$ cat src/hw/rtl/dtsvf_pkg.sv
// Shared constants, register indexes and sequencer states for the dual temperature filter.
package dtsvf_pkg;

  // Primary converter resolution and derived code limits
  localparam int ADC_BITS = 12;
  localparam int CODE_W   = 12;
  localparam int CODE_MAX = 2**ADC_BITS - 1;
  localparam logic [CODE_W-1:0] CODE_MASK = CODE_W'(CODE_MAX);
  localparam int CMP_W    = ((ADC_BITS > CODE_W) ? ADC_BITS : CODE_W) + 1;
  localparam int CODE_EDGE = 5;

  // Field and register widths
  localparam int REF_W   = 23;
  localparam int OFS_W   = 21;
  localparam int SLOPE_W = 24;
  localparam int TEMP_W  = 16;
  localparam int ALPHA_W = 17;
  localparam int DIS_W   = 15;
  localparam int SUV_W   = 24;

  // Shared multiplier: signed A times unsigned B
  localparam int MUL_A_W = 27;
  localparam int MUL_B_W = 17;
  localparam int PROD_W  = MUL_A_W + MUL_B_W;

  // Inverse slope is applied in two halves
  localparam int SLOPE_LO_W = 12;
  localparam int SLOPE_HI_W = SLOPE_W - SLOPE_LO_W;

  // Datapath widths
  localparam int DIV_W      = CODE_W + REF_W;
  localparam int QUO_W      = REF_W + 1;
  localparam int UV_W       = 27;
  localparam int ACC_W      = 51;
  localparam int TEMP_SHIFT = 24;
  localparam int T_W        = ACC_W - TEMP_SHIFT;
  localparam int FRAC_W     = 16;
  localparam int ST_W       = TEMP_W + FRAC_W;
  localparam int FD_W       = ST_W + 1;

  localparam int MARGIN_UV = 50000;
  localparam int ALPHA_ONE = 65536;

  // Stream word widths
  localparam int IN_USED  = CODE_W + SUV_W + 1;
  localparam int IN_W     = ((IN_USED + 7) / 8) * 8;
  localparam int OUT_USED = 3 * TEMP_W + 3;
  localparam int OUT_W    = ((OUT_USED + 7) / 8) * 8;

  // Configuration port
  localparam int CFG_IDX_W  = 3;
  localparam int CFG_DATA_W = 24;

  localparam logic [CFG_IDX_W-1:0] REG_REF_VOLTAGE  = 3'd0;
  localparam logic [CFG_IDX_W-1:0] REG_SENSOR_OFS   = 3'd1;
  localparam logic [CFG_IDX_W-1:0] REG_INV_SLOPE    = 3'd2;
  localparam logic [CFG_IDX_W-1:0] REG_MIN_TEMP     = 3'd3;
  localparam logic [CFG_IDX_W-1:0] REG_MAX_TEMP     = 3'd4;
  localparam logic [CFG_IDX_W-1:0] REG_FILTER_ALPHA = 3'd5;
  localparam logic [CFG_IDX_W-1:0] REG_MAX_DISAGREE = 3'd6;

  // Register reset values
  localparam logic [REF_W-1:0]          REF_RST   = REF_W'(3300000);
  localparam logic [OFS_W-1:0]          OFS_RST   = OFS_W'(500000);
  localparam logic [SLOPE_W-1:0]        SLOPE_RST = SLOPE_W'(429497);
  localparam logic signed [TEMP_W-1:0]  MIN_RST   = TEMP_W'(-10240);
  localparam logic signed [TEMP_W-1:0]  MAX_RST   = TEMP_W'(32000);
  localparam logic [ALPHA_W-1:0]        ALPHA_RST = ALPHA_W'(6554);
  localparam logic [DIS_W-1:0]          DIS_RST   = DIS_W'(5120);

  // Channel select
  localparam logic CH_PRI = 1'b0;
  localparam logic CH_SEC = 1'b1;

  typedef enum logic [3:0] {
    ST_IDLE,
    ST_PMUL,
    ST_PLOAD,
    ST_PDIV,
    ST_SUB,
    ST_CMUL_LO,
    ST_CMUL_HI,
    ST_CACC,
    ST_CHECK,
    ST_FSUB,
    ST_FMUL_HI,
    ST_FMUL_LO,
    ST_FACC,
    ST_FUPD,
    ST_CHDONE,
    ST_FINISH
  } state_t;

endpackage

$ cat src/hw/rtl/dual_temp_sensor_validate_filter_unit.sv
// Dual temperature sensor check and exponential filter, sequenced over one shared multiplier.
//
// Input stream (s_t*): one word per sample pair: primary converter code, secondary
// reading in microvolts and the secondary read-ok flag. Output stream (m_t*): one word
// per input word with both filtered temperatures, their ok flags, the agreement flag
// and the process temperature. Configuration (cfg_*) writes one register per handshake;
// cfg_ready is always high, and writes belong between items.
// Each word passes from acceptance to the result register through these steps: the primary
// product through a single 27x17 multiplier, the divide by the converter full scale (an
// end-around fold of up to three steps), then for each channel conversion, check and
// hand-over plus a filter update when the reading is good and the filter already seeded,
// and the load of the output register. The sequencer returns to idle before the next
// word is accepted.
// s_tready is high only while the sequencer is idle. The result sits in an output
// register, so a new word is accepted while the previous result waits; a finished
// result waits in the sequencer if the output register is still full.
// Reset (rst, synchronous) loads the default register values, clears both filters and
// their seeded flags, and empties the output register.
module dual_temp_sensor_validate_filter_unit
  import dtsvf_pkg::*;
(
  input  logic                  clk,
  input  logic                  rst,
  input  logic                  s_tvalid,
  output logic                  s_tready,
  // [11:0] primary_code, [35:12] secondary_uv, [36] secondary_read_ok, rest zero
  input  logic [IN_W-1:0]       s_tdata,
  output logic                  m_tvalid,
  input  logic                  m_tready,
  // [0] primary_ok, [16:1] primary_temp, [17] secondary_ok, [33:18] secondary_temp,
  // [34] both_agree, [50:35] process_temp, rest zero
  output logic [OUT_W-1:0]      m_tdata,
  input  logic                  cfg_valid,
  output logic                  cfg_ready,
  input  logic [CFG_IDX_W-1:0]  cfg_index,
  input  logic [CFG_DATA_W-1:0] cfg_data
);

  // Configuration registers
  logic [REF_W-1:0]         ref_voltage_uv;
  logic [OFS_W-1:0]         sensor_offset_uv;
  logic [SLOPE_W-1:0]       inverse_slope;
  logic signed [TEMP_W-1:0] min_temp;
  logic signed [TEMP_W-1:0] max_temp;
  logic [ALPHA_W-1:0]       filter_alpha;
  logic [DIS_W-1:0]         max_disagree;

  // Filter state
  logic signed [ST_W-1:0] primary_filtered;
  logic signed [ST_W-1:0] secondary_filtered;
  logic                   primary_seeded;
  logic                   secondary_seeded;

  // Sequencer and working registers
  state_t                    state;
  state_t                    state_next;
  logic                      ch;
  logic [CODE_W-1:0]         code;
  logic signed [SUV_W-1:0]   sec_uv;
  logic                      sec_read;
  logic                      pre_ok;
  logic [DIV_W-1:0]          y;
  logic [QUO_W-1:0]          quo;
  logic signed [UV_W-1:0]    uv;
  logic signed [UV_W-1:0]    dv;
  logic signed [PROD_W-1:0]  prod;
  logic signed [ACC_W-1:0]   acc;
  logic signed [TEMP_W-1:0]  t_reg;
  logic signed [FD_W-1:0]    fd;
  logic                      p_ok;
  logic                      s_ok;
  logic signed [TEMP_W-1:0]  p_rep;
  logic signed [TEMP_W-1:0]  s_rep;

  // Shared multiplier
  logic signed [MUL_A_W-1:0] mul_a;
  logic [MUL_B_W-1:0]        mul_b;
  logic signed [PROD_W-1:0]  mul_a_ext;
  logic signed [PROD_W-1:0]  mul_b_ext;
  logic signed [PROD_W-1:0]  mul_p;

  // Combinational helpers
  logic [CODE_W-1:0]        in_code;
  logic [CMP_W-1:0]         code_cmp;
  logic                     code_ok;
  logic [DIV_W-1:0]         y_hi;
  logic [DIV_W-1:0]         y_lo;
  logic                     y_big;
  logic [QUO_W-1:0]         quo_final;
  logic signed [UV_W-1:0]   uv_lo_lim;
  logic signed [UV_W-1:0]   uv_hi_lim;
  logic signed [T_W-1:0]    t_full;
  logic signed [TEMP_W-1:0] t16;
  logic                     chan_ok;
  logic signed [ST_W-1:0]   st_cur;
  logic                     seeded_cur;
  logic signed [ST_W-1:0]   st_new;
  logic [ALPHA_W-1:0]       alpha_eff;
  logic                     out_free;
  logic signed [TEMP_W:0]   rep_diff;
  logic [TEMP_W:0]          rep_abs;
  logic                     agree;
  logic signed [TEMP_W-1:0] proc_temp;

  assign cfg_ready = 1'b1;
  assign out_free  = !m_tvalid || m_tready;

  // Input code checks
  assign in_code  = s_tdata[CODE_W-1:0] & CODE_MASK;
  assign code_cmp = CMP_W'(in_code);
  assign code_ok  = (code_cmp > CMP_W'(CODE_EDGE)) && (code_cmp < CMP_W'(CODE_MAX - CODE_EDGE));

  // Fold step for divide by 2^ADC_BITS - 1
  assign y_hi      = y >> ADC_BITS;
  assign y_lo      = y & DIV_W'(CODE_MAX);
  assign y_big     = (y_hi != '0);
  assign quo_final = quo + QUO_W'(y == DIV_W'(CODE_MAX));

  // Plausibility of the current channel
  assign uv_lo_lim = UV_W'(MARGIN_UV);
  assign uv_hi_lim = $signed(UV_W'(ref_voltage_uv)) - UV_W'(MARGIN_UV);
  assign t_full    = $signed(acc[ACC_W-1:TEMP_SHIFT]);
  assign t16       = t_full[TEMP_W-1:0];
  assign chan_ok   = pre_ok && (uv > uv_lo_lim) && (uv < uv_hi_lim) &&
                     (t_full >= T_W'(min_temp)) && (t_full <= T_W'(max_temp));

  // Current channel filter state
  assign st_cur     = (ch == CH_SEC) ? secondary_filtered : primary_filtered;
  assign seeded_cur = (ch == CH_SEC) ? secondary_seeded : primary_seeded;
  assign st_new     = st_cur + $signed(acc[ST_W-1:0]);
  assign alpha_eff  = (filter_alpha > ALPHA_W'(ALPHA_ONE)) ? ALPHA_W'(ALPHA_ONE) : filter_alpha;

  // Result fields
  assign rep_diff  = (TEMP_W+1)'(p_rep) - (TEMP_W+1)'(s_rep);
  assign rep_abs   = rep_diff[TEMP_W] ? $unsigned(-rep_diff) : $unsigned(rep_diff);
  assign agree     = p_ok && s_ok && (rep_abs < (TEMP_W+1)'(max_disagree));
  assign proc_temp = (p_rep > s_rep) ? p_rep : s_rep;

  // Multiply with operands extended to full product width
  assign mul_a_ext = PROD_W'(mul_a);
  assign mul_b_ext = $signed(PROD_W'(mul_b));
  assign mul_p     = mul_a_ext * mul_b_ext;

  // Next state
  always_comb begin
    state_next = state;
    unique case (state)
      ST_IDLE:    if (s_tvalid) state_next = ST_PMUL;
      ST_PMUL:    state_next = ST_PLOAD;
      ST_PLOAD:   state_next = ST_PDIV;
      ST_PDIV:    if (!y_big) state_next = ST_SUB;
      ST_SUB:     state_next = ST_CMUL_LO;
      ST_CMUL_LO: state_next = ST_CMUL_HI;
      ST_CMUL_HI: state_next = ST_CACC;
      ST_CACC:    state_next = ST_CHECK;
      ST_CHECK:   state_next = (chan_ok && seeded_cur) ? ST_FSUB : ST_CHDONE;
      ST_FSUB:    state_next = ST_FMUL_HI;
      ST_FMUL_HI: state_next = ST_FMUL_LO;
      ST_FMUL_LO: state_next = ST_FACC;
      ST_FACC:    state_next = ST_FUPD;
      ST_FUPD:    state_next = ST_CHDONE;
      ST_CHDONE:  state_next = (ch == CH_PRI) ? ST_SUB : ST_FINISH;
      ST_FINISH:  if (out_free) state_next = ST_IDLE;
      default:    state_next = ST_IDLE;
    endcase
  end

  // Handshake and multiplier operand select
  always_comb begin
    s_tready = (state == ST_IDLE);
    mul_a    = dv;
    mul_b    = MUL_B_W'(inverse_slope[SLOPE_LO_W-1:0]);
    unique case (state)
      ST_PMUL: begin
        mul_a = $signed(MUL_A_W'(ref_voltage_uv));
        mul_b = MUL_B_W'(code);
      end
      ST_CMUL_HI: begin
        mul_b = MUL_B_W'(inverse_slope[SLOPE_W-1:SLOPE_LO_W]);
      end
      ST_FMUL_HI: begin
        mul_a = MUL_A_W'($signed(fd[FD_W-1:FRAC_W]));
        mul_b = alpha_eff;
      end
      ST_FMUL_LO: begin
        mul_a = $signed(MUL_A_W'(fd[FRAC_W-1:0]));
        mul_b = alpha_eff;
      end
      default: ;
    endcase
  end

  // State register
  always_ff @(posedge clk) begin
    if (rst) begin
      state <= ST_IDLE;
    end else begin
      state <= state_next;
    end
  end

  // Configuration writes; unknown indexes are dropped
  always_ff @(posedge clk) begin
    if (rst) begin
      ref_voltage_uv   <= REF_RST;
      sensor_offset_uv <= OFS_RST;
      inverse_slope    <= SLOPE_RST;
      min_temp         <= MIN_RST;
      max_temp         <= MAX_RST;
      filter_alpha     <= ALPHA_RST;
      max_disagree     <= DIS_RST;
    end else if (cfg_valid && cfg_ready) begin
      case (cfg_index)
        REG_REF_VOLTAGE:  ref_voltage_uv   <= cfg_data[REF_W-1:0];
        REG_SENSOR_OFS:   sensor_offset_uv <= cfg_data[OFS_W-1:0];
        REG_INV_SLOPE:    inverse_slope    <= cfg_data[SLOPE_W-1:0];
        REG_MIN_TEMP:     min_temp         <= $signed(cfg_data[TEMP_W-1:0]);
        REG_MAX_TEMP:     max_temp         <= $signed(cfg_data[TEMP_W-1:0]);
        REG_FILTER_ALPHA: filter_alpha     <= cfg_data[ALPHA_W-1:0];
        REG_MAX_DISAGREE: max_disagree     <= cfg_data[DIS_W-1:0];
        default: ;
      endcase
    end
  end

  // Filter state: seed on the first good reading, then step toward each later good reading
  always_ff @(posedge clk) begin
    if (rst) begin
      primary_filtered   <= '0;
      secondary_filtered <= '0;
      primary_seeded     <= 1'b0;
      secondary_seeded   <= 1'b0;
    end else if (state == ST_CHECK && chan_ok && !seeded_cur) begin
      if (ch == CH_SEC) begin
        secondary_filtered <= $signed({t16, {FRAC_W{1'b0}}});
        secondary_seeded   <= 1'b1;
      end else begin
        primary_filtered <= $signed({t16, {FRAC_W{1'b0}}});
        primary_seeded   <= 1'b1;
      end
    end else if (state == ST_FUPD) begin
      if (ch == CH_SEC) begin
        secondary_filtered <= st_new;
      end else begin
        primary_filtered <= st_new;
      end
    end
  end

  // Working datapath
  always_ff @(posedge clk) begin
    unique case (state)
      ST_IDLE: begin
        // capture the input word
        code     <= in_code;
        sec_uv   <= $signed(s_tdata[CODE_W+SUV_W-1:CODE_W]);
        sec_read <= s_tdata[CODE_W+SUV_W];
        pre_ok   <= code_ok;
        ch       <= CH_PRI;
      end
      ST_PMUL: begin
        prod <= mul_p;
      end
      ST_PLOAD: begin
        y   <= prod[DIV_W-1:0];
        quo <= '0;
      end
      ST_PDIV: begin
        // fold high part into low part until it fits in ADC_BITS bits
        if (y_big) begin
          quo <= quo + QUO_W'(y_hi);
          y   <= y_hi + y_lo;
        end else begin
          uv <= $signed(UV_W'(quo_final));
        end
      end
      ST_SUB: begin
        dv <= uv - $signed(UV_W'(sensor_offset_uv));
      end
      ST_CMUL_LO: begin
        prod <= mul_p;
      end
      ST_CMUL_HI: begin
        acc  <= ACC_W'(prod);
        prod <= mul_p;
      end
      ST_CACC: begin
        acc <= acc + (ACC_W'(prod) <<< SLOPE_LO_W);
      end
      ST_CHECK: begin
        t_reg <= t16;
        if (ch == CH_SEC) begin
          s_ok  <= chan_ok;
          s_rep <= chan_ok ? t16 : '0;
        end else begin
          p_ok  <= chan_ok;
          p_rep <= chan_ok ? t16 : '0;
        end
      end
      ST_FSUB: begin
        fd <= FD_W'($signed({t_reg, {FRAC_W{1'b0}}})) - FD_W'(st_cur);
      end
      ST_FMUL_HI: begin
        prod <= mul_p;
      end
      ST_FMUL_LO: begin
        acc  <= ACC_W'(prod);
        prod <= mul_p;
      end
      ST_FACC: begin
        acc <= acc + ACC_W'(prod >>> FRAC_W);
      end
      ST_FUPD: begin
        if (ch == CH_SEC) begin
          s_rep <= st_new[ST_W-1:FRAC_W];
        end else begin
          p_rep <= st_new[ST_W-1:FRAC_W];
        end
      end
      ST_CHDONE: begin
        // advance to the secondary channel
        if (ch == CH_PRI) begin
          ch     <= CH_SEC;
          uv     <= UV_W'(sec_uv);
          pre_ok <= sec_read;
        end
      end
      ST_FINISH: ;
      default: ;
    endcase
  end

  // Output register
  always_ff @(posedge clk) begin
    if (rst) begin
      m_tvalid <= 1'b0;
    end else if (state == ST_FINISH && out_free) begin
      m_tvalid <= 1'b1;
    end else if (m_tready) begin
      m_tvalid <= 1'b0;
    end
  end

  always_ff @(posedge clk) begin
    if (state == ST_FINISH && out_free) begin
      m_tdata <= {{(OUT_W-OUT_USED){1'b0}}, proc_temp, agree, s_rep, s_ok, p_rep, p_ok};
    end
  end

endmodule

$ cat config.mk
export PLATFORM = sky130hd
export DESIGN_NAME = dual_temp_sensor_validate_filter_unit
export DESIGN_NICKNAME = d
export VERILOG_FILES = /design/src/hw/rtl/dtsvf_pkg.sv /design/src/hw/rtl/dual_temp_sensor_validate_filter_unit.sv
export SDC_FILE = /design/constraint.sdc
export NUM_CORES = 2
export LEC_CHECK = 0
export BUFFER_PORTS_ARGS = -buffer_cell sky130_fd_sc_hd__clkbuf_2
export CAP_MARGIN = 20
export CELL_PAD_IN_SITES_DETAIL_PLACEMENT = 0
export CELL_PAD_IN_SITES_GLOBAL_PLACEMENT = 1
export CORE_ASPECT_RATIO = 1.25
export CORE_UTILIZATION = 35
export CTS_BUF_LIST = sky130_fd_sc_hd__clkbuf_16
export DETAILED_ROUTE_END_ITERATION = 7
export PLACE_DENSITY = 0.69
export REMOVE_ABC_BUFFERS = 1
export SETUP_SLACK_MARGIN = 0.05
export SLEW_MARGIN = 10
export SYNTH_ARGS = -nofsm -noshare
export SYNTH_HDL_FRONTEND = slang
export SYNTH_SLANG_ARGS = --single-unit
$ cat constraint.sdc
create_clock -name clk -period 9.3 [get_ports clk]
set_input_delay 1.395 -clock clk [delete_from_list [all_inputs] [get_ports clk]]
set_output_delay 1.395 -clock clk [all_outputs]
set_load 0.005 [all_outputs]
== After elaboration in Yosys (flattened, before gate mapping) ==
Index checks and enable logic that the tools add are counted.
Widths: inputs -> output; s select.
Word-level totals
  bits in registers: 584
  bits in latches: 0
  memory bits (writable): 0
  ROM bits: 0
  input port bits: 72
  output and inout bits: 59
  logic and storage cells: 173
  memories kept: 0
Operators by class
  add/sub/neg operators: 11
  multipliers: 1
  divide/modulo/power cells: 0
  order comparisons: 9
  eq/ne operators: 33
  shift-type cells: 0
  muxes and demuxes: 41
  bitwise logic cells: 1
  reduce and logical (&&, ||, !) cells: 46
Operators with widths (count)
  $mux 32: 9
  $pmux 51 s3: 1
  $mux 16: 6
  $pmux 27 s3: 1
  $pmux 35 s2: 1
  $pmux 16 s2: 2
  $pmux 4 s16: 1
  $mux 27: 2
  $pmux 27 s2: 1
  $add 51x28->51: 1
  $add 51x51->51: 1
  $pmux 17 s3: 1
  $pmux 24 s2: 1
  $mul 27x18->44: 1
  $eq 35x12->1 const B: 1
  $mux 35: 1
  $reduce_bool 35->1: 1
  $mux 17: 2
  $sub 32x32->33: 1
  $add 32x32->32: 1
  $eq 4x4->1 const B: 8
  $ge 27x16->1: 1
  $gt 27x17->1 const B: 1
  $le 27x16->1: 1
  37 further kinds: 95

== Longest topological paths before layout ==
  word-level depth: 9
  mapped depth: 34

== Worst setup path before layout ==
Ideal clock, no wire load.
  path kind: register to register
  start point: register state[1]
  end point: register prod[42], data pin
  setup time: 0.266 ns
  arrival: 7.815 ns
  required time: 9.034 ns
  setup slack: 1.219 ns
  cell stages (with the launch flop): 32
  cell sequence: dfxtp_1 clkbuf_1 nand2b_1 nor3_2 inv_1 nand2_1 nor2_1 clkbuf_1 a221oi_1 nand2_1 o21ai_1 clkbuf_1 nor2_1 fa_1 inv_1 fa_1 fa_1 inv_1 fa_1 fa_1 inv_1 fa_1 inv_1 ha_1 a211o_1 o311ai_1 o211ai_1 a31oi_1 nor2_1 a41oi_1 o221ai_1 xor2_1
On the way
  word-level cells in the longest chain between the ends: 4
  elaborated cells on any way between the ends: 8
  those cells by class: mul (1); eq/ne (4); mux (2); reduce/logical (1)
Ends and longest elaborated chain
  start, declared: line dual_temp_sensor_validate_filter_unit.sv:55  | state_t state;
  start signal, assigned: line dual_temp_sensor_validate_filter_unit.sv:198  | state <= state_next;
  $eq 4x4->1: line dual_temp_sensor_validate_filter_unit.sv:173  | unique case (state)
  $reduce_or 2->1 (no source line)
  $pmux 17 s3: line dual_temp_sensor_validate_filter_unit.sv:173
  $mul 27x18->44 (*): line dual_temp_sensor_validate_filter_unit.sv:142  | assign mul_p = mul_a_ext * mul_b_ext;
  net mul_p[42]: line dual_temp_sensor_validate_filter_unit.sv:80  | logic signed [PROD_W-1:0] mul_p;
  end signal, assigned: line dual_temp_sensor_validate_filter_unit.sv:262  | prod <= mul_p;
  end signal, assigned: line dual_temp_sensor_validate_filter_unit.sv:281  | prod <= mul_p;
  end signal, assigned: line dual_temp_sensor_validate_filter_unit.sv:285  | prod <= mul_p;
  end, declared: line dual_temp_sensor_validate_filter_unit.sv:66  | logic signed [PROD_W-1:0] prod;
Mark *: on every way through the listed nets, which the timed path passes. The rest lies on a longest branch.
A chain may end at the register's enable or synchronous reset.

== Worst setup path in the final report ==
Same ends and word-level chain as after synthesis.

==> flow_summary.yaml <==
status:
  status: "finished, final reports clean"
critical_path:
  ff2ff_path_depth: 28
  crit_required_ns: 9.68
  path_max_fanout: 13
  r2r_setup_slack_ns: 0.60
  endpoint_kind: "flip-flop"
  reg2reg_to: "prod[42]"
  crit_slowest_cell: "o21ai_2"
  max_stage_delay_ns: 0.68
  critPathArrivalTime_ns: 9.09
  crit_type: "flip-flop to flip-flop"
  crit_path_start_kind: "flip-flop"
  rr_startpoint: "state[1]"
  cpMostUsedCell: "fa_1"
sta:
  setup_viol: 0
  drv_slew: 0
  fin_skew_ns: 0.0419
  worst_pin_slew_ns: 1.20
  fmax_mhz: 115
  period_share_pct: 93.6
  hold_violations: 0
  slew_headroom_pct: 18.9
  min_period_ns: 8.70
  grt_setup_unrepaired: "false"
drt:
  wl_met3_um: 7950
  via_per_inst: 5.30
  maxUsedRoutingLayer: "met4"
  finalWirelength_um: 169000
  dr_wl_met2_um: 83500
  detail-route-antenna-nets: 0
  dr.pass1.iters: 7
  wire_per_inst_um: 21.5
  wl_met1_um: 70000
  drtIter0Drc: 2810
  drcViolationCount: 0
  vias: 41522
min_path:
  hold_class: "flip-flop to flip-flop"
  min_from: "primary_filtered[17]"
  min_to: "primary_filtered[17]"
  hold_depth: 2
synth:
  synthArstFlopShare_pct: 0
  syn-cell-area_sq_mm: 0.0520
  avgSynthCellArea_sq_um: 9.02
  synth_edf_count: 379
  ys_top_cells_by_area: "edfxtp_1 (22%), fa_1 (17%), ha_1 (9.8%), dfxtp_1 (7.8%), inv_1 (5.6%)"
  yosys.cell_count.top_type: "inv_1"
  syn_inst: 5767
  ys_types: 96
  synth_ff_type: "edfxtp_1"
  ys_ff_latch: 582
  ys_seq_area_share_pct: 29.7
  yosys.area.top_type: "edfxtp_1"
  synth_common_cells: "inv_1 (779), nand2_1 (743), nor2_1 (561)"
  synth_top_area_share_pct: 21.9
  synth_warnings: 0
clock_network:
  cts_htree_levels: 3
  cts_root_buffer: "clkbuf_16"
  clockBufferDepth: 3
  cts_made_buffers: 67
  holdBufCountCts: 0
  clock-sinks: 582
  cts_tree: "yes"
  clk_latency_ns: 0.68
  clk_pin_slew_worst_paths_ns: 0.06
global_route:
  antenna_found_initial: 10
  grt-ovfl-total: 0
  grt_pass1_vias: 41326
  track_usage_pct: 22.5
  grt_max_degree: 111
  grt_pass1_wl_um: 256000
die:
  die_x_um: 347
  initial_core_util_pct: 35.4
  die_area_sq_mm: 0.150
  rows: 157
  core-area_sq_mm: 0.147
  ios: 131
  die_h_um: 433
finish:
  largest_registers: "acc: 51 flops, m_tdata: 51 flops, prod: 44 flops"
  syn_to_final_growth_pct: 10.6
  nets: 6796
  drive_above_1_share_pct: 7.63
  final_area_sq_mm: 0.0576
placed_design:
  portBuffers: 121
  placed_area_sq_mm: 0.0552
  gp_congestion: 0.942
  dpl.hpwl_um: 135000
flow_run:
  cap_viol_max_count: 0
critical path: cells and delay by family, from the launching register on:
family / cells / cell delay (ns)
adders and majority gates: 7 / 3.54
AOI/OAI and AO/OA: 9 / 2.37
and+or+nand+nor: 6 / 1.23
buffers and inverters: 5 / 0.55
DFF: 1 / 0.53
xor gates and xnor gates: 1 / 0.18
per-stage QoR:
stage / worst slack (ns) / std cells / hold slack [ns] / setup TNS, ns / util [%]
floorplan: -0.218 / 5564 / 0.418 / -0.231 / -
global route: 0.0649 / 7830 / 0.473 / 0 / 39.2
detailed placement: 0.472 / 7701 / 0.448 / 0 / 37.6
global placement: 0.446 / 7701 / 0.442 / 0 / 37.6
finish: 0.595 / 7832 / 0.456 / 0 / 39.2
CTS: 0.412 / 7825 / 0.455 / 0 / 39.1
layer usage:
metal  vias up  GRT usage, %
met2      1059          39.4
li1      19611             -
met3       264          2.25
met5         -             0
met4         0          8.79
met1     20588          28.4
cell usage in the layout, fill, tap and decap left out, drive strengths merged, types with 48 or more instances in the layout:
master / count
a21o: 99
nor3: 82
buf: 113
nand4: 61
o21ai: 252
xnor2: 188
nand2: 743
a22oi: 48
ha: 409
dfxtp: 203
nand2b: 70
xor2: 109
a21oi: 343
clkbuf: 191
inv: 793
fa: 448
nand3: 90
edfxtp: 379
nor2: 562
cell type report:
type                    instances  area, sq um
clock inverters                54          513
fillers                     14755        89400
flip-flops and latches        582        15400
multi-input cells            4202        33000
diodes                          2         5.00
well taps                    1908         2390
repair buffers                234         1500
inverters                     780         2930
clock buffers                  70         1750
logic make-up after synthesis:
family / share of synthesized area [%]
DFF: 29.7
buffers and inverters: 7.22
other: 0.0144
AOI/OAI and AO/OA: 13.3
adders and majority gates: 27.1
and+or+nand+nor: 16.4
muxes: 1.26
xor gates and xnor gates: 5.00
timing repair:
item	4_1_cts	5_1_grt
resized for setup	0	4
endpoints found under the setup margin	0	3
buffers inserted	0	1
worst max-delay path by stage:
| stage | start | end | cells after the start |
|---|---|---|---|
| finish | state[1] | prod[42] | 28 |
| floorplan | state[1] | prod[42] | 25 |
| global route | state[1] | prod[42] | 28 |
| detailed placement | state[1] | prod[43] | 27 |
| CTS | state[1] | prod[43] | 27 |
| global placement | state[1] | prod[43] | 27 |
Power is left out: the tool's default activity adds up to more than one toggle a clock period on the data nets, which glitch-free logic cannot reach.
